File: src/rtl/core/crc8fr_pkg.sv
// Shared constants, command/status types and the CRC-8 byte update for the frame receiver.
`timescale 1ns / 1ps

package crc8fr_pkg;

    localparam int MAX_PAYLOAD = 64;
    localparam int ADDR_W      = (MAX_PAYLOAD > 1) ? $clog2(MAX_PAYLOAD) : 1;
    localparam int CNT_W       = $clog2(MAX_PAYLOAD + 1);
    localparam int MSG_LEN_W   = 7;
    localparam int IDX_W       = 6;

    localparam logic [15:0] MAX_LEN       = 16'(MAX_PAYLOAD);
    localparam logic [7:0]  SYNC_FIRST    = 8'hA5;
    localparam logic [7:0]  SYNC_SECOND   = 8'h5A;
    localparam logic [7:0]  FRAME_VERSION = 8'h04;
    localparam logic [7:0]  CRC_POLY      = 8'h07;

    // Commands from the controller to the datapath.
    typedef struct packed {
        logic cap_type;
        logic cap_seq;
        logic cap_len_lo;
        logic cap_len_hi;
        logic crc_init;
        logic crc_upd;
        logic store_byte;
        logic rd_clear;
        logic rd_issue;
        logic rd_inc;
        logic out_load;
    } dp_cmd_t;

    // Status from the datapath back to the controller.
    typedef struct packed {
        logic len_over;
        logic len_zero_in;
        logic data_done;
        logic crc_match;
        logic rd_last;
        logic out_free;
    } dp_status_t;

    // CRC-8, MSB first, one byte folded in over eight shift steps.
    function automatic logic [7:0] crc_feed(input logic [7:0] crc, input logic [7:0] b);
        logic [7:0] c;
        c = crc ^ b;
        for (int k = 0; k < 8; k++) begin
            c = c[7] ? ((c << 1) ^ CRC_POLY) : (c << 1);
        end
        return c;
    endfunction

endpackage

File: src/rtl/core/crc8fr_ctrl.sv
// Frame parsing and result sequencing state machine for the frame receiver.
`timescale 1ns / 1ps

module crc8fr_ctrl (
    input  logic                  aclk,
    input  logic                  aresetn,
    input  logic                  s_valid,
    output logic                  s_ready,
    input  logic [7:0]            rx_byte,
    input  crc8fr_pkg::dp_status_t sts,
    output crc8fr_pkg::dp_cmd_t   cmd
);

    localparam logic [3:0] ST_SYNC0   = 4'd0;
    localparam logic [3:0] ST_SYNC1   = 4'd1;
    localparam logic [3:0] ST_VER     = 4'd2;
    localparam logic [3:0] ST_TYPE    = 4'd3;
    localparam logic [3:0] ST_SEQ     = 4'd4;
    localparam logic [3:0] ST_LENL    = 4'd5;
    localparam logic [3:0] ST_LENH    = 4'd6;
    localparam logic [3:0] ST_DATA    = 4'd7;
    localparam logic [3:0] ST_CHECK   = 4'd8;
    localparam logic [3:0] ST_EMIT_RD = 4'd9;
    localparam logic [3:0] ST_EMIT_LD = 4'd10;

    logic [3:0] state_reg;
    logic [3:0] state_next;
    logic       accept;

    assign s_ready = (state_reg != ST_EMIT_RD) && (state_reg != ST_EMIT_LD);
    assign accept  = s_valid && s_ready;

    always_comb begin
        state_next = state_reg;
        cmd        = '0;
        unique case (state_reg)
            ST_SYNC0: begin
                if (accept && (rx_byte == crc8fr_pkg::SYNC_FIRST)) begin
                    state_next = ST_SYNC1;
                end
            end
            ST_SYNC1: begin
                if (accept) begin
                    state_next = (rx_byte == crc8fr_pkg::SYNC_SECOND) ? ST_VER : ST_SYNC0;
                end
            end
            ST_VER: begin
                if (accept) begin
                    if (rx_byte == crc8fr_pkg::FRAME_VERSION) begin
                        cmd.crc_init = 1'b1;
                        state_next   = ST_TYPE;
                    end else begin
                        state_next = ST_SYNC0;
                    end
                end
            end
            ST_TYPE: begin
                if (accept) begin
                    cmd.cap_type = 1'b1;
                    cmd.crc_upd  = 1'b1;
                    state_next   = ST_SEQ;
                end
            end
            ST_SEQ: begin
                if (accept) begin
                    cmd.cap_seq = 1'b1;
                    cmd.crc_upd = 1'b1;
                    state_next  = ST_LENL;
                end
            end
            ST_LENL: begin
                if (accept) begin
                    cmd.cap_len_lo = 1'b1;
                    cmd.crc_upd    = 1'b1;
                    state_next     = ST_LENH;
                end
            end
            ST_LENH: begin
                if (accept) begin
                    cmd.cap_len_hi = 1'b1;
                    cmd.crc_upd    = 1'b1;
                    if (sts.len_over) begin
                        state_next = ST_SYNC0;
                    end else if (sts.len_zero_in) begin
                        state_next = ST_CHECK;
                    end else begin
                        state_next = ST_DATA;
                    end
                end
            end
            ST_DATA: begin
                if (accept) begin
                    cmd.store_byte = 1'b1;
                    cmd.crc_upd    = 1'b1;
                    if (sts.data_done) begin
                        state_next = ST_CHECK;
                    end
                end
            end
            ST_CHECK: begin
                if (accept) begin
                    if (sts.crc_match) begin
                        cmd.rd_clear = 1'b1;
                        state_next   = ST_EMIT_RD;
                    end else begin
                        state_next = ST_SYNC0;
                    end
                end
            end
            ST_EMIT_RD: begin
                cmd.rd_issue = 1'b1;
                state_next   = ST_EMIT_LD;
            end
            ST_EMIT_LD: begin
                if (sts.out_free) begin
                    cmd.out_load = 1'b1;
                    if (sts.rd_last) begin
                        state_next = ST_SYNC0;
                    end else begin
                        cmd.rd_inc = 1'b1;
                        state_next = ST_EMIT_RD;
                    end
                end
            end
            default: begin
                state_next = ST_SYNC0;
            end
        endcase
    end

    always_ff @(posedge aclk) begin
        if (!aresetn) begin
            state_reg <= ST_SYNC0;
        end else begin
            state_reg <= state_next;
        end
    end

endmodule

File: src/rtl/core/crc8fr_dp.sv
// Header registers, running CRC, payload buffer and output register of the frame receiver.
`timescale 1ns / 1ps

module crc8fr_dp (
    input  logic                                aclk,
    input  logic                                aresetn,
    input  logic [7:0]                          rx_byte,
    input  crc8fr_pkg::dp_cmd_t                 cmd,
    output crc8fr_pkg::dp_status_t              sts,
    output logic                                m_valid,
    input  logic                                m_ready,
    output logic [7:0]                          m_frame_type,
    output logic [7:0]                          m_msg_seq,
    output logic [crc8fr_pkg::MSG_LEN_W-1:0]    m_msg_length,
    output logic [crc8fr_pkg::IDX_W-1:0]        m_byte_index,
    output logic [7:0]                          m_data_byte,
    output logic                                m_has_byte,
    output logic                                m_last
);

    localparam int ADDR_W = crc8fr_pkg::ADDR_W;
    localparam int CNT_W  = crc8fr_pkg::CNT_W;

    logic [7:0]        type_reg;
    logic [7:0]        seq_reg;
    logic [7:0]        len_lo_reg;
    logic [CNT_W-1:0]  len_reg;
    logic [CNT_W-1:0]  cnt_reg;
    logic [7:0]        crc_reg;
    logic [ADDR_W-1:0] rd_idx_reg;
    logic [7:0]        rd_data_reg;
    logic [7:0]        mem [crc8fr_pkg::MAX_PAYLOAD];

    logic                                 out_valid_reg;
    logic [7:0]                           out_type_reg;
    logic [7:0]                           out_seq_reg;
    logic [crc8fr_pkg::MSG_LEN_W-1:0]     out_len_reg;
    logic [crc8fr_pkg::IDX_W-1:0]         out_idx_reg;
    logic [7:0]                           out_data_reg;
    logic                                 out_has_reg;
    logic                                 out_last_reg;

    logic [15:0]       len_full;
    logic [CNT_W-1:0]  cnt_inc;
    logic [CNT_W-1:0]  rd_inc;
    logic              len_zero;

    assign len_full = {rx_byte, len_lo_reg};
    assign cnt_inc  = cnt_reg + CNT_W'(1);
    assign rd_inc   = CNT_W'(rd_idx_reg) + CNT_W'(1);
    assign len_zero = (len_reg == '0);

    assign sts.len_over    = (len_full > crc8fr_pkg::MAX_LEN);
    assign sts.len_zero_in = (len_full == 16'd0);
    assign sts.data_done   = (cnt_inc >= len_reg);
    assign sts.crc_match   = (rx_byte == crc_reg);
    assign sts.rd_last     = len_zero || (rd_inc == len_reg);
    assign sts.out_free    = !out_valid_reg || m_ready;

    always_ff @(posedge aclk) begin
        if (cmd.cap_type) begin
            type_reg <= rx_byte;
        end
        if (cmd.cap_seq) begin
            seq_reg <= rx_byte;
        end
        if (cmd.cap_len_lo) begin
            len_lo_reg <= rx_byte;
        end
        if (cmd.cap_len_hi) begin
            len_reg <= len_full[CNT_W-1:0];
            cnt_reg <= '0;
        end else if (cmd.store_byte) begin
            cnt_reg <= cnt_inc;
        end
        if (cmd.crc_init) begin
            crc_reg <= crc8fr_pkg::crc_feed(8'h00, rx_byte);
        end else if (cmd.crc_upd) begin
            crc_reg <= crc8fr_pkg::crc_feed(crc_reg, rx_byte);
        end
        if (cmd.rd_clear) begin
            rd_idx_reg <= '0;
        end else if (cmd.rd_inc) begin
            rd_idx_reg <= rd_idx_reg + ADDR_W'(1);
        end
    end

    // Payload buffer: one write port, one registered read port.
    always_ff @(posedge aclk) begin
        if (cmd.store_byte) begin
            mem[cnt_reg[ADDR_W-1:0]] <= rx_byte;
        end
        if (cmd.rd_issue) begin
            rd_data_reg <= mem[rd_idx_reg];
        end
    end

    always_ff @(posedge aclk) begin
        if (!aresetn) begin
            out_valid_reg <= 1'b0;
        end else if (cmd.out_load) begin
            out_valid_reg <= 1'b1;
        end else if (m_ready) begin
            out_valid_reg <= 1'b0;
        end
    end

    always_ff @(posedge aclk) begin
        if (cmd.out_load) begin
            out_type_reg <= type_reg;
            out_seq_reg  <= seq_reg;
            out_len_reg  <= crc8fr_pkg::MSG_LEN_W'(len_reg);
            out_idx_reg  <= len_zero ? '0 : crc8fr_pkg::IDX_W'(rd_idx_reg);
            out_data_reg <= len_zero ? 8'h00 : rd_data_reg;
            out_has_reg  <= !len_zero;
            out_last_reg <= sts.rd_last;
        end
    end

    assign m_valid      = out_valid_reg;
    assign m_frame_type = out_type_reg;
    assign m_msg_seq    = out_seq_reg;
    assign m_msg_length = out_len_reg;
    assign m_byte_index = out_idx_reg;
    assign m_data_byte  = out_data_reg;
    assign m_has_byte   = out_has_reg;
    assign m_last       = out_last_reg;

endmodule

File: src/rtl/core/crc8_frame_receiver.sv
// Top level of the sync/length/CRC-8 frame receiver.
`timescale 1ns / 1ps

// The receiver takes one received byte per input beat and hunts for the sync pair 0xA5 0x5A,
// followed by version 0x04, a type byte, a sequence byte and a little-endian 16-bit length.
// Frames longer than 64 payload bytes are dropped and the hunt starts again. Payload bytes are
// stored in a 64-entry buffer while a CRC-8 (polynomial 0x07, initial value zero, MSB first)
// runs over everything from the version byte to the last payload byte. When the byte after
// the payload equals that CRC, the frame is played out as one result beat per payload byte,
// with last set on the final one, or as a single beat with has_byte low when the length is
// zero; a frame that fails the check produces nothing. While parsing, s_ready is high and one
// byte is taken every clock cycle in which s_valid is high. After a good frame the input is
// held off until the last result is loaded: each result is a registered buffer read followed
// by a load of the output register, and that load waits while the output register still
// holds an earlier beat that m_ready has not taken. The output register decouples the sides,
// so the next frame's bytes may be taken while its final result still waits for the consumer.
// No clearing pass is needed after reset.

module crc8_frame_receiver (
    input  logic                             aclk,
    input  logic                             aresetn,
    input  logic                             s_valid,
    output logic                             s_ready,
    input  logic [7:0]                       s_rx_data,
    output logic                             m_valid,
    input  logic                             m_ready,
    output logic [7:0]                       m_frame_type,
    output logic [7:0]                       m_msg_seq,
    output logic [crc8fr_pkg::MSG_LEN_W-1:0] m_msg_length,
    output logic [crc8fr_pkg::IDX_W-1:0]     m_byte_index,
    output logic [7:0]                       m_data_byte,
    output logic                             m_has_byte,
    output logic                             m_last
);

    crc8fr_pkg::dp_cmd_t    cmd;
    crc8fr_pkg::dp_status_t sts;

    // The controller walks the frame fields and sequences the result read-out.
    crc8fr_ctrl u_ctrl (
        .aclk    (aclk),
        .aresetn (aresetn),
        .s_valid (s_valid),
        .s_ready (s_ready),
        .rx_byte (s_rx_data),
        .sts     (sts),
        .cmd     (cmd)
    );

    // The datapath holds the header fields, CRC, payload buffer and output register.
    crc8fr_dp u_dp (
        .aclk         (aclk),
        .aresetn      (aresetn),
        .rx_byte      (s_rx_data),
        .cmd          (cmd),
        .sts          (sts),
        .m_valid      (m_valid),
        .m_ready      (m_ready),
        .m_frame_type (m_frame_type),
        .m_msg_seq    (m_msg_seq),
        .m_msg_length (m_msg_length),
        .m_byte_index (m_byte_index),
        .m_data_byte  (m_data_byte),
        .m_has_byte   (m_has_byte),
        .m_last       (m_last)
    );

`ifndef SYNTH
    // An empty-frame beat is always the only and final beat, with a cleared byte.
    assert property (@(posedge aclk) disable iff (!aresetn)
        (m_valid && !m_has_byte) |-> (m_last && (m_byte_index == '0) && (m_data_byte == 8'h00)))
        else $error("empty-frame result beat is malformed");

    // A payload beat always lies inside the frame's length.
    assert property (@(posedge aclk) disable iff (!aresetn)
        (m_valid && m_has_byte) |-> (7'(m_byte_index) < m_msg_length))
        else $error("payload beat index beyond frame length");

    // The output register is only reloaded when its previous beat is gone or leaving.
    assert property (@(posedge aclk) disable iff (!aresetn)
        cmd.out_load |-> (!m_valid || m_ready))
        else $error("output register overwritten while holding a beat");

    // No input byte is taken while results are being read out.
    assert property (@(posedge aclk) disable iff (!aresetn)
        (cmd.out_load || cmd.rd_issue) |-> !s_ready)
        else $error("input accepted during result read-out");
`endif

endmodule
File: config.mk
export PLATFORM = sky130hd
export DESIGN_NAME = crc8_frame_receiver
export DESIGN_NICKNAME = d
export VERILOG_FILES = /design/src/rtl/core/crc8fr_pkg.sv /design/src/rtl/core/crc8fr_ctrl.sv /design/src/rtl/core/crc8fr_dp.sv /design/src/rtl/core/crc8_frame_receiver.sv
export SDC_FILE = /design/constraint.sdc
export NUM_CORES = 1
export LEC_CHECK = 0
export BUFFER_PORTS_ARGS = -buffer_cell sky130_fd_sc_hd__buf_2
export CELL_PAD_IN_SITES_DETAIL_PLACEMENT = 1
export CELL_PAD_IN_SITES_GLOBAL_PLACEMENT = 2
export CORE_MARGIN = 8
export CORE_UTILIZATION = 44
export DETAILED_ROUTE_END_ITERATION = 8
export GPL_TIMING_DRIVEN = 1
export PLACE_DENSITY = 0.88
export SYNTH_ARGS = -nofsm -noshare
export SYNTH_HDL_FRONTEND = slang
export SYNTH_SLANG_ARGS = --single-unit
File: constraint.sdc
create_clock -name aclk -period 5.3 [get_ports aclk]
set_input_delay 1.325 -clock aclk [delete_from_list [all_inputs] [get_ports aclk]]
set_output_delay 1.325 -clock aclk [all_outputs]
set_load 0.05 [all_outputs]
== Word-level counts from Yosys, hierarchy flattened ==
Memories as Yosys holds them, arrays and structs flattened. A register that Yosys moved wholly into a read port is not among the register bits.
Cells that the tools add are included.

* Reductions and logical operators: 14
* Order comparisons: 2
* Eq/ne operators: 28
* Bitwise operators: 17
* Add/sub/neg operators: 3
* Multiplexer cells: 58

{| class="wikitable"
|+ Operators with widths
! cell !! count
|-
| $mux 4 || 15
|-
| $mux 3 || 16
|-
| $not 3->3 || 16
|-
| $pmux 4 s11 || 1
|-
| $mux 1 || 18
|-
| $ne 2x1->1 const B || 9
|-
| $eq 4x3->1 const B || 4
|-
| $gt 16x7->1 const B || 1
|-
| $logic_not 16->1 || 1
|-
| $mux 8 || 2
|-
| $eq 4x4->1 const B || 3
|-
| $reduce_and 11->1 || 1
|-
| $mux 2 || 5
|-
| $eq 4x2->1 const B || 2
|-
| $eq 8x3->1 const B || 1
|-
| $eq 8x7->1 const B || 1
|-
| $eq 8x8->1 || 1
|-
| $eq 8x8->1 const B || 1
|-
| $ne 4x4->1 const B || 2
|-
| $xor 8x8->8 || 1
|-
| $add 6x1->7 const B || 1
|-
| $add 7x1->7 const B || 1
|-
| $eq 7x7->1 || 1
|-
| $ge 7x7->1 || 1
|-
| other kinds (11) || 17
|}

* Bits in registers: 96
* Input bits: 12
* Memory bits (writable): 512
* Memories kept: 1

{| class="wikitable"
|+ Memory list
! name !! depth !! bits a word !! read ports !! clocked after memory_dff !! write ports !! line !! RTL
|-
| u_dp.mem || 64 || 8 || 1 || 1 || 1 || crc8fr_dp.sv:32 || <nowiki>logic [7:0] mem [crc8fr_pkg::MAX_PAYLOAD];</nowiki>
|}

== Depth between registers and ports, before layout ==
Gate-level depths: netlist (run 1).

* Depth in word-level cells: 19
* Mapped depth: 10
* Depth with buffers taken out: 10

== Modules after synthesis ==
A second synthesis (run 1) with hierarchy kept.

* Cells, all modules: 1313
* Area, all modules: 24932.7 um^2

{| class="wikitable"
|+ By module, submodules not included
! module !! area an instance (um^2) !! cells an instance !! instances
|-
| crc8fr_dp || 24335.8 || 1233 || 1
|-
| crc8fr_ctrl || 596.8 || 80 || 1
|}

== Least setup slack after synthesis (run 1) ==
OpenSTA, ideal clock, no wires.

* Path kind: input port to flip-flop
* Start: input m_ready
* End: register u_dp.rd_idx_reg[2]
* Stages: 6
* Arrival time: 5.011 ns
* Library setup time: 0.116 ns
* Slack: 0.172 ns
* Data required time: 5.184 ns
* Path buffers: 1
* Path through: nor2b_1 > nor3_1 > and2_1 > clkbuf_1 > a311oi_1 > a41o_1

* Cells in the longest elaborated chain, start to end: 3

{| class="wikitable"
|+ RTL lines
! item !! line !! RTL
|-
| start, declared || crc8_frame_receiver.sv:26 || <nowiki>input logic m_ready,</nowiki>
|-
| $logic_or 1x1->1 || crc8fr_dp.sv:58 || <nowiki>assign sts.out_free = !out_valid_reg || m_ready;</nowiki>
|-
| $mux 2 || crc8fr_ctrl.sv:115 || <nowiki>if (sts.out_free) begin</nowiki>
|-
| $mux 2 || crc8fr_ctrl.sv:36 || <nowiki>unique case (state_reg)</nowiki>
|-
| end signal, assigned || crc8fr_dp.sv:84 || <nowiki>rd_idx_reg <= rd_idx_reg + ADDR_W'(1);</nowiki>
|-
| end, declared || crc8fr_dp.sv:30 || <nowiki>logic [ADDR_W-1:0] rd_idx_reg;</nowiki>
|}

Every way passes these cells.
A chain may end at the register's enable or synchronous reset.

== Final worst setup path (run 1) ==
* Start: input s_valid
* End: memory u_dp.mem[27][5] (enable)

* Cells in the longest elaborated chain, start to end: 5

{| class="wikitable"
|+ RTL lines
! item !! line !! RTL
|-
| start, declared || crc8_frame_receiver.sv:22 || <nowiki>input logic s_valid,</nowiki>
|-
| $logic_and 1x1->1 || crc8fr_ctrl.sv:31 || <nowiki>assign accept = s_valid && s_ready;</nowiki>
|-
| $mux 2 || crc8fr_ctrl.sv:92 || <nowiki>if (accept) begin</nowiki>
|-
| $mux 1 || crc8fr_ctrl.sv:36 ||
|-
| $mux 1 || crc8fr_dp.sv:90 || <nowiki>if (cmd.store_byte) begin</nowiki>
|-
| $mux 1 (implied by the code) || crc8fr_dp.sv:91 || <nowiki>mem[cnt_reg[ADDR_W-1:0]] <= rx_byte;</nowiki>
|-
| end, declared || crc8fr_dp.sv:32 ||
|}

Every way passes these cells.

==> results.md, run 1 <==
Status:
- The run finished with clean final reports.

STA:
- The peak clock frequency supported by timing is 279 MHz.
- The routed design could run at a clock period as short as 3.59 ns.
- The final total negative setup slack is 0 ns.
- The count of final setup violators is 0.
- The transition time at the pin with the least slew margin is 1.15 ns.
- The number of pins with negative max-slew slack in the final report was 0.
- Setup repair after global routing left no endpoint under its margin.
- For the final database, setup skew stands at 0.0302 ns.
- The hold violation total from the final report is 0.
- In this run the tightest slew margin relative to its limit is 23.4%.
- The final cycle utilization of the critical path is 67.7%.

Yosys:
- During synthesis, Yosys emitted a total of 0 warnings.
- The flop and latch count out of synthesis is 616.
- The flip-flop cell with the highest count after synthesis is edfxtp_1.
- Sorting the synthesized cells by how often they occur yields edfxtp_1, nor2_1, mux4_2, mux4_1, xnor2_1.
- The sequential share of the synthesized area is 73.2%.
- Synthesis produced a netlist whose cell count is 1354.
- The mapped netlist covers 25000 um2.
- The synthesized area divided by synthesized cell count is 18.5 um2.
- The number of nets handed over by synthesis was 1388.
- The number of enable flip-flop cells after synthesis is 598.
- The share of the synthesized area in the top cell type is 71.7%.
- The async set-reset flop share out of synthesis is 0%.
- Of all cell types, the one taking the most synthesized area is edfxtp_1.
- The post-synthesis cell type count is 75.
- The most common cell in the netlist is edfxtp_1.
- Sorting the synthesized cells by area gives the leading types as edfxtp_1, mux4_2, mux4_1, nor2_1, mux2i_1.

Clock tree:
- After clock tree synthesis, the clock-pin slew on the worst setup and hold paths is 0.06 ns.
- Counting the buffers created by CTS gives 60.
- The number of post-CTS setup repair buffers is 0.
- TritonCTS built the clock tree.
- For this design, the CTS-stage hold fixing added 0 buffers.
- The clock net in this run drives a total of 616 sinks.
- The cell sitting at the root of the clock tree is a clkbuf_16.
- The clock tree synthesis step divided the H-tree into 2 levels.
- Gates resized during post-CTS repair numbered 0.
- The buffer levels on the longest clock path is 3.
- The later pin in the worst-skew pair is clocked with a latency of 0.64 ns.

Worst hold path:
- The worst hold path terminates at u_dp.m_frame_type[3].
- The hold path startpoint is u_dp.type_reg[3].
- The type of the worst min-delay path is register to register.
- The number of cells traversed by the worst hold path is 0.

Finish:
- The net count of the finished layout is 1454.
- The register with the most flip-flops in the layout has 512 of them.
- The count of fill cells added during filler insertion is 5155.
- The final standard cell area without fillers is 27900 um2.
- The fraction of layout instances using a drive strength above 1 is 18.6%.
- The area added between synthesis and finish is 11.5%.

Critical path:
- The type of the worst setup path is input pin to register.
- In this run the critical register-to-register path is captured at u_dp.rd_data_reg[5].
- STA puts the critical path data arrival time at 3.82 ns.
- At the worst endpoint, the required time is 5.54 ns.
- The worst setup path is captured at a register.
- Along the worst path, the maximum fanout reaches 8.
- The reg-to-reg setup timing slack is 1.77 ns.
- The category of the worst setup path launch point is an input pin.
- The startpoint identified for the worst register-to-register timing path is u_dp.rd_idx_reg[1].
- Counting cells, the worst reg-to-reg path comes to 5.

Global routing:
- The global-route track usage on met1 is 27.3%.
- The met3 usage is 5.26%.
- The global routing stage identified its most utilized layer as met2.
- The all-layer global routing usage is 20.9%.
- The total overflow left after global routing is 0.
- The first global-routing pass estimated 98.4 mm of wire.
- The initial antenna violation count came to 5.
- The maximum number of pins on one net before global-route repair is 71.
- The number of global-route vias before repair is 14.0k.
- For met2 alone, demand over resource in global routing was 33.7%.

Routing:
- The overall routed net length is 68.0 mm.
- Before antenna repair, the detailed router went through 5 iterations.
- For this run, design rule violations remaining after detail routing come to 0.
- The routed wire length per instance is 30.5 um.
- The ratio of routed vias to standard cells is 6.04.
- For this block, the via count after detailed routing is 13.5k.
- In this run, the number of DRC markers left after iteration 0 of detailed routing was 1425.
- The remaining antenna violation count after routing is 0.

Power and ir drop:
- The maximum vdd drop is 238 uV.
- The leakage power figure is 9.31 nW.
- The power density over cell area is 364 nW/um2.

Placed design:
- The weighted congestion at the end of routability-driven global placement is 0.885.
- The post-placement cell area is 25900 um2.
- The number of input and output port buffers inserted is 52.
- The placed wire-length estimate is 43.8 mm.

Floorplanning:
- The starting density of the core is 44.5%.
- The I/O pin count is 53.
- The overall die area is 64800 um2.
- From left edge to right edge, the die measures 255 um.
- The floorplan has 87 rows.
- The die extent in y is 255 um.
- The floorplan step defined a core boundary enclosing 56300 um2.

Job:
- The tool flagged a number of max-cap violations equal to 0.
logic make-up (layout without fill, tap and decap cells):
logic type / count (synthesis) / after routing / share of synthesized area [%]
other: 0 / 1 / 0
xor gates and xnor gates: 50 / 50 / 1.75
muxes: 164 / 164 / 12.2
adders and majority gates: 22 / 22 / 1.10
buffers and inverters: 89 / 205 / 2.26
AOI/OAI and AO/OA: 170 / 170 / 4.73
DFF: 616 / 616 / 73.2
and+or+nand+nor: 243 / 243 / 4.79
layout make-up:
cell class                 instances  area (um2)  share of cell area [%]
antenna                            1        2.50                 0.00897
tap                              756         946                    3.39
inverter                          20        75.1                   0.269
clock inverter                    37         368                    1.32
clock buffer                      75        1580                    5.66
timing repair buffer              73         443                    1.59
sequential                       616       18300                    65.7
multi-input combinational        649        6160                    22.1
how the worst max path moves through the flow:
stage	startpoint	to	slack [ns]	depth (start not counted)
floorplan	m_ready	u_dp.rd_idx_reg[2]	0.17	6
detailed placement	s_valid	u_dp.mem[27][6]	1.09	5
global placement	s_valid	u_dp.mem[59][1]	1.40	5
global route	s_valid	u_dp.mem[59][1]	1.62	5
CTS	s_valid	u_dp.mem[27][5]	1.78	5
finish	s_valid	u_dp.mem[27][5]	1.71	5
critical path: stages:
cell,delay (ns)
buf_2,0.16
nand3b_1,0.29
nor3_1,0.48
nand3_1,0.71
nor2_1,0.84
cell usage in the layout, fill, tap and decap left out, types with 28 or more instances in the layout:
cell type / count
edfxtp_1: 598
nor2_1: 105
clkbuf_16: 61
mux4_2: 55
buf_2: 52
mux4_1: 42
xnor2_1: 40
o22ai_1: 39
mux2i_1: 37
mux2_2: 30
nand2_1: 29
o21ai_0: 28
metrics by stage:
step | hold WS (ns) | cells | power (mW) | worst slack [ns] | utilization (%)
global placement | 0.404 | 2114 | 5.97 | 1.40 | 46.1
CTS | 0.418 | 2226 | 10.2 | 1.78 | 49.6
finish | 0.419 | 2227 | 10.2 | 1.71 | 49.6
detailed placement | 0.406 | 2114 | 5.99 | 1.09 | 46.1
global route | 0.421 | 2226 | 10.4 | 1.62 | 49.6
floorplan | 0.400 | 1354 | 5.79 | 0.172 | -
report_power, final:
part | internal [mW] | switching, mW | total [mW]
Clock | 2.45 | 1.83 | 4.28
Combinational | 0.177 | 0.304 | 0.481
Sequential | 5.37 | 0.0425 | 5.41
layer usage:
metal / vias up / wire length [um]
li1: 5602 / -
met1: 6967 / 27000
met2: 734 / 32100
met3: 151 / 6240
met4: 0 / 2670
met5: - / 0
(Power assumes the default switching activity.)
==> run 2, diff against run 1 <==
- ABC_AREA: not set -> 1
- PLACE_DENSITY: 0.88 -> 0.91
- clock period: 5.3 -> 3.4 ns (I/O delays scaled with it)
==> run 2 against run 1 <==
Effect of this change: critical path depth up 2; routed wire length increased by 12%; combinational power rose to 14 times the previous value; clock power increased by 60%; worst setup slack got worse by 1.2 ns; count of clock-buffer cells in the layout fell by 10; non-clock buffer count up 54; critical path type is now register to primary output; largest cell class unchanged; highest routed layer is now met5.
==> results.md, run 2 <==
Routing:
- The overall via count from detail_route is 17.3k.
- The number of optimization iterations in the first detailed-route pass is 5.
- The ratio of routed vias to standard cells is 5.83.
- In this run, the number of DRC markers left after iteration 0 of detailed routing was 1444.
- Once detail routing completed, the nets flagged for antenna violations numbered 0.
- The remaining design rule violation count is 0.
- The final layout contains routed wiring with a total length of 76.2 mm.
- The routed wire length per instance is 25.7 um.

Clock tree:
- The clock passes through at most 3 buffers.
- The H-tree was split into 2 levels.
- The number of post-CTS setup repair buffers is 0.
- The cell sitting at the root of the clock tree is a clkbuf_16.
- The number of sinks handled by clock tree synthesis is 616.
- After clock tree synthesis, the clock-pin slew on the worst setup and hold paths is 0.07 ns.
- Post-CTS repair changed the size of 0 cells.
- TritonCTS built the clock tree.
- The later-pin clock latency in the skew report is 0.64 ns.
- The number of buffers added by the clock tree synthesis step is 60.
- The number of hold buffers added after CTS was 0.

STA:
- Adding up every negative setup slack in the final design gives 0 ns.
- After layout, the minimum clock period comes to 2.92 ns.
- The worst-case hold slack is 0.414 ns.
- The number of pins with negative max-slew slack in the final report is 0.
- Setup repair after global routing left no endpoint under its margin.
- The max-slew headroom at the worst pin is 24.7%.
- The final cycle utilization of the critical path is 85.8%.
- Static timing analysis puts the maximum clock frequency at 343 MHz.
- The worst setup skew after layout is 0.0109 ns.
- At the pin with the least slew margin, the transition time is 1.12 ns.
- The count of final setup violators is 0.
- Setup slack closes at 0.484 ns.
- The hold violation total from the final report is 0.

Power and ir drop:
- For this design the ratio of total power to cell area is 770 nW/um2.
- The leakage power figure is 9.93 nW.
- VDD sags by at most 529 uV.
- The total power is 22.1 mW.

Finish:
- The final standard cell utilization of the core is 50.1%.
- The final cell count without fillers is 2962.
- The final standard cell area without fillers is 28700 um2.
- Compared with the post-synthesis result, the final layout area differs by 13.4%.
- The top cell types in the final layout, fill and taps aside, are edfxtp_1, nor2_1, o21ai_0.
- The fraction of layout instances using a drive strength above 1 is 12.0%.
- The number of flip-flops in the largest register is 512.
- 0 antenna diodes ended up in the layout.
- The commonest non-fill, non-tap cell in the layout is edfxtp_1.
- At the end of the flow, the number of nets in the layout was 2179.

Floorplanning:
- The core area is 57400 um2.
- In this run the count of I/O pins placed on the die edge is 53.
- The die is 256 um tall.
- The starting density of the core is 44.2%.
- The die is 256 um wide.
- The number of placement rows is 88.
- The die covers 65500 um2.

Yosys:
- After synthesis the cells add up to 25300 um2.
- The post-synthesis cell type count is 41.
- The most common cell in the netlist is edfxtp_1.
- Counting flops and latches in the post-synthesis netlist gives 616.
- The number of nets produced by synthesis is 2102.
- After synthesis, flip-flops and latches occupy 72.3% of the total area.
- The commonest cells after synthesis are edfxtp_1, nor2_1, o21ai_0, nand2_1, o22ai_1.
- The number of enable flip-flop cells after synthesis is 598.
- The number of cells produced by synthesis is 2068.
- The dominant cell type by area after synthesis is edfxtp_1.
- The share of the synthesized area in the top cell type is 70.8%.
- The synthesized area divided by synthesized cell count is 12.3 um2.
- The Yosys step of the flow raised 0 warnings.
- By area the synthesized netlist is led by edfxtp_1, nor2_1, o21ai_0, nand2_1, o22ai_1.
- The async set-reset flop share out of synthesis is 0%.
- For this run, the leading register cell type out of synthesis is edfxtp_1.

Critical path:
- Traced cell by cell, the critical path runs through inv_1 -> nor2_2 -> nand2_1 -> inv_1 -> buf_4 -> nor2_1 -> buf_2.
- The category of the worst setup path launch point is a register.
- The master of the slowest instance on the critical path is dfxtp_1.
- The type of the worst setup path is register to primary output.
- The arrival time of the worst setup path is 2.07 ns.
- The type of destination of the critical path is a primary output.
- The cell seen most often among critical-path stages is inv_1.
- The maximum net fanout on the critical path is 11.
- The worst stage delay on the critical path is 0.38 ns.
- The required time reported for the critical path endpoint is 2.55 ns.

Global routing:
- The remaining global-route overflow is 0.
- The first global-routing pass estimated 115 mm of wire.
- The all-layer global routing usage is 22.7%.
- Entering global routing, the biggest net connects 98 pins.
- The initial antenna violation count is 2.
- The number of global-route vias before repair is 18.1k.

Job:
- Max-cap violations in this run came to 0.

Placed design:
- At the placement stage, the worst setup path has a slack of 0.360 ns.
- Summing all placed instances gives a cell area of 26700 um2.
- The number of input and output port buffers inserted is 52.
- Detailed placement finished with a half-perimeter wire length of 48.0 mm.
- The weighted congestion at the end of routability-driven global placement is 0.849.
- Including well taps, the total number of placed cells is 2848.

Worst hold path:
- The type of the worst min-delay path is register to register.

Status:
- The flow ran to the end, and the final reports show no timing, DRC or antenna violations.
[run 2: where the power goes]
part,switching [mW],total [mW],internal (mW)
Combinational,4.73,6.60,1.87
Clock,2.98,6.85,3.87
Sequential,0.201,8.68,8.48
[run 2: per-layer routing]
layer	wire (um)	up-vias	global-route usage [%]
met3	5120	159	3.66
met2	38200	667	39.3
met5	13	-	0
met4	2560	2	8.07
met1	30400	8834	28.9
li1	-	7603	-
[run 2: layout make-up]
type                    count  area (um2)
clock buffers              65        1560
clock inverters            49         464
fillers                  5900       28600
inverters                  73         280
multi-input cells        1267        6210
flip-flops and latches    616       18300
well taps                 765         957
repair buffers            127         936
[run 2: cells by family after synthesis]
group | share of synthesized area, %
AOI/OAI and AO/OA | 10.4
xor gates and xnor gates | 1.24
adders and majority gates | 1.09
buffers and inverters | 3.28
DFF | 72.3
and+or+nand+nor | 11.7
[run 2: worst paths after layout]
path                            cells past startpoint                 from                 to  slack, ns
worst max-delay path                                7  u_ctrl.state_reg[3]            s_ready       0.48
worst min-delay path                                0      u_dp.seq_reg[4]  u_dp.m_msg_seq[4]       0.41
worst max register to register                     10  u_ctrl.state_reg[0]    u_dp.mem[10][4]       0.51
worst min register to register                      0      u_dp.seq_reg[4]  u_dp.m_msg_seq[4]       0.41
[run 2: worst max-delay path, delay by kind of cell (launching register included)]
family,cells,cell delay [ns]
buffers and inverters,4,0.65
AND/OR/NAND/NOR,3,0.39
flip-flops,1,0.38
==> run 3, diff against run 2 <==
- CORE_ASPECT_RATIO: not set -> 2
- CORE_UTILIZATION: 44 -> 30
- PLACE_DENSITY: 0.91 -> 0.7
==> run 3 against run 2 <==
Effect of this change: cell area up 1.3%; register-to-register slack better by 0.02 ns; first-iteration DRC count down 6.8%; count of clock-buffer cells in the layout up 3; maximum frequency up 1.6%; total power down 1.9%; critical path type is now register to register; final cell count up 11%; routed wire length down 1.8%; hold slack better by 0.010 ns; sequential share of layout area down 0.79 points; via count down 4.2%.
==> results.md, run 3 (synthesized netlist as in run 2, its figures left out) <==
Clock tree:
- Buffers added to address setup during post-CTS repair amount to 0.
- Clock-pin slew was measured on the worst setup and hold paths at 0.06 ns.
- For this design, the sink count on the clock tree is 616.
- The H-tree generated during clock tree synthesis spans 2 levels.
- In this run the clock root is driven by a clkbuf_16.
- The later-pin clock latency in the skew report is 0.62 ns.
- The number of buffers added by the clock tree synthesis step is 58.
- The quantity of gates resized following cts is 0.
- TritonCTS built the clock tree.
- The buffer levels on the longest clock path is 3.
- The number of buffers added to fix hold violations after cts is 0.

STA:
- Setup violations remaining at the end of the flow were counted as 0.
- Setup repair after global routing left no endpoint under its margin.
- The transition time at the pin with the least slew margin is 1.01 ns.
- The max-slew headroom at the worst pin is 32.9%.
- Adding up every negative setup slack in the final design gives 0 ns.
- The hold violation total from the final report was 0.
- The peak clock frequency supported by timing is 348 MHz.
- The number of pins with negative max-slew slack in the final report was 0.
- The shortest period the worst path allows is 2.87 ns.
- For the final database, setup skew stands at 0.0184 ns.
- The final cycle utilization of the critical path is 84.4%.

Routing:
- The overall via count from detail_route is 16.5k.
- The routed design has 74.9 mm of wire.
- The number of optimization iterations in the first detailed-route pass is 5.
- In the final routed layout, each cell accounts on average for 22.8 um.
- For this run, design rule violations remaining after detail routing come to 0.
- The detailed router finished its first iteration with 1346 violations.
- The ratio of routed vias to standard cells is 5.04.
- The remaining antenna violation count after routing is 0.

Power and ir drop:
- The power density over cell area is 746 nW/um2.
- VDD sags by at most 600 uV.
- The leakage power figure is 9.97 nW.

Floorplanning:
- The die extent in y is 427 um.
- For this configuration, the core starts out at a cell density of 30.1%.
- The chip width is 222 um.
- The initialized floorplan defines 151 standard-cell rows.
- The total area inside the core boundary comes to 84300 um2.
- The I/O pin count is 53.
- The overall die area is 94600 um2.

Status:
- The flow ran to the end, and the final reports show no timing, DRC or antenna violations.

Critical path:
- The maximum net fanout on the critical path is 15.
- The worst stage delay on the critical path is 0.70 ns.
- By instance count, the cell type seen most on the critical path is inv_2.
- Data on the critical path is required at its endpoint by 3.63 ns.
- Traced cell by cell, the critical path runs through inv_2 -> nand2_1 -> inv_1 -> nand2_2 -> nand3_4 -> inv_2 -> nand2_4 -> nor2_4 -> nand3_2 -> nor2_1.
- The type of destination of the critical path is a register.
- The arrival time of the worst setup path is 3.10 ns.
- The critical path is of the register to register type.
- The worst setup path is launched from a register.
- The master of the slowest instance on the critical path is nor2_1.

Finish:
- Leaving out fill and tap cells, the most frequent cells in the layout are edfxtp_1, nor2_1, o21ai_0.
- The library cell used most frequently in the layout, excluding fill and tap cells, is edfxtp_1.
- The number of antenna diodes in the final layout is 0.
- The register with the most flip-flops in the layout has 512 of them.
- After filler insertion, the fill cell instance count of the layout stands at 9182.
- Excluding fillers, the count of instances in the completed layout stands at 3282.
- In the final design database the tool counted 2201 nets.
- In the final layout, the share of cells above drive strength 1 is 12.0%.
- The area added between synthesis and finish is 14.8%.

Global routing:
- The number of global-route vias before repair is 17.4k.
- The all-layer global routing usage is 15.4%.
- Summed over all layers, the global routing overflow is 0.
- The initial antenna violation count is 0.
- Entering global routing, the biggest net connects 148 pins.
- The global-route wire length before repair is 111 mm.

Worst hold path:
- The min-delay analysis places its worst path in the category register to register.

Job:
- The max-capacitance violation count is 0.

Placed design:
- The weighted congestion at the end of routability-driven global placement is 0.814.
- Port buffering added 52 buffers.
- The instance count after placement with tap cells included is 3178.
- Summed over all nets, the half-perimeter wirelength after detailed placement is 46.0 mm.
==> run 3: changes by cell type in the layout (fill, tap and decap cells not counted), sizes merged <==
| cell | before | now |
|---|---|---|
| bufinv | 7 | 6 |
| clkinv | 30 | 26 |
| clkinvlp | 11 | 3 |
| clkbuf | 65 | 68 |
| buf | 127 | 151 |
==> run 3: per-stage QoR <==
step,worst slack (ns),util (%),hold slack [ns],area (um2),power [mW]
6_report,0.530,34.5,0.425,29100,21.7
5_1_grt,0.327,34.5,0.426,29100,22.8
4_1_cts,0.513,34.5,0.421,29100,21.9
3_5_place_dp,0.358,32.3,0.407,27300,15.5
3_3_place_gp,0.456,32.3,0.404,27300,15.4
2_1_floorplan,0.394,-,0.400,25300,13.0
==> run 3: critical path: cells and delay by family, from the launching register on <==
kind                   cells  cell delay [ns]
and+or+nand+nor            7             1.81
buffers and inverters      3             0.29
DFF                        1             0.38
==> run 3: where the power goes <==
| group | internal [mW] | total (mW) | switching, mW |
|---|---|---|---|
| registers | 8.48 | 8.60 | 0.117 |
| logic | 1.91 | 6.69 | 4.78 |
| clock network | 3.61 | 6.42 | 2.81 |
| total | 14.0 | 21.7 | 7.71 |
==> run 3: per-layer routing <==
metal / vias to the layer above / track usage, % / share of wire [%] / routed length (um)
met5: - / 0 / 0 / 0
li1: 7637 / - / - / -
met2: 340 / 26.8 / 49 / 36900
met3: 106 / 1.73 / 3.8 / 2860
met1: 8452 / 20.2 / 44 / 32900
met4: 0 / 4.56 / 2.9 / 2150
==> run 3: layout make-up <==
type / count / area (um2) / share of cell area (%)
Timing Repair Buffer: 151 / 1100 / 3.79
Inverter: 73 / 280 / 0.963
Sequential cell: 616 / 18300 / 63.0
Clock buffer: 68 / 1510 / 5.19
Multi-Input combinational cell: 1267 / 6210 / 21.3
Clock inverter: 36 / 327 / 1.12
Tap cell: 1071 / 1340 / 4.61
==> run 3: worst paths after layout <==
path	start	to	slack, ns	cells after the start
worst max register to register	u_ctrl.state_reg[0]	u_dp.mem[1][1]	0.53	10
worst min register to register	u_dp.type_reg[5]	u_dp.m_frame_type[5]	0.42	0
worst max-delay path	u_ctrl.state_reg[0]	u_dp.mem[1][1]	0.53	10
worst min-delay path	u_dp.type_reg[5]	u_dp.m_frame_type[5]	0.42	0
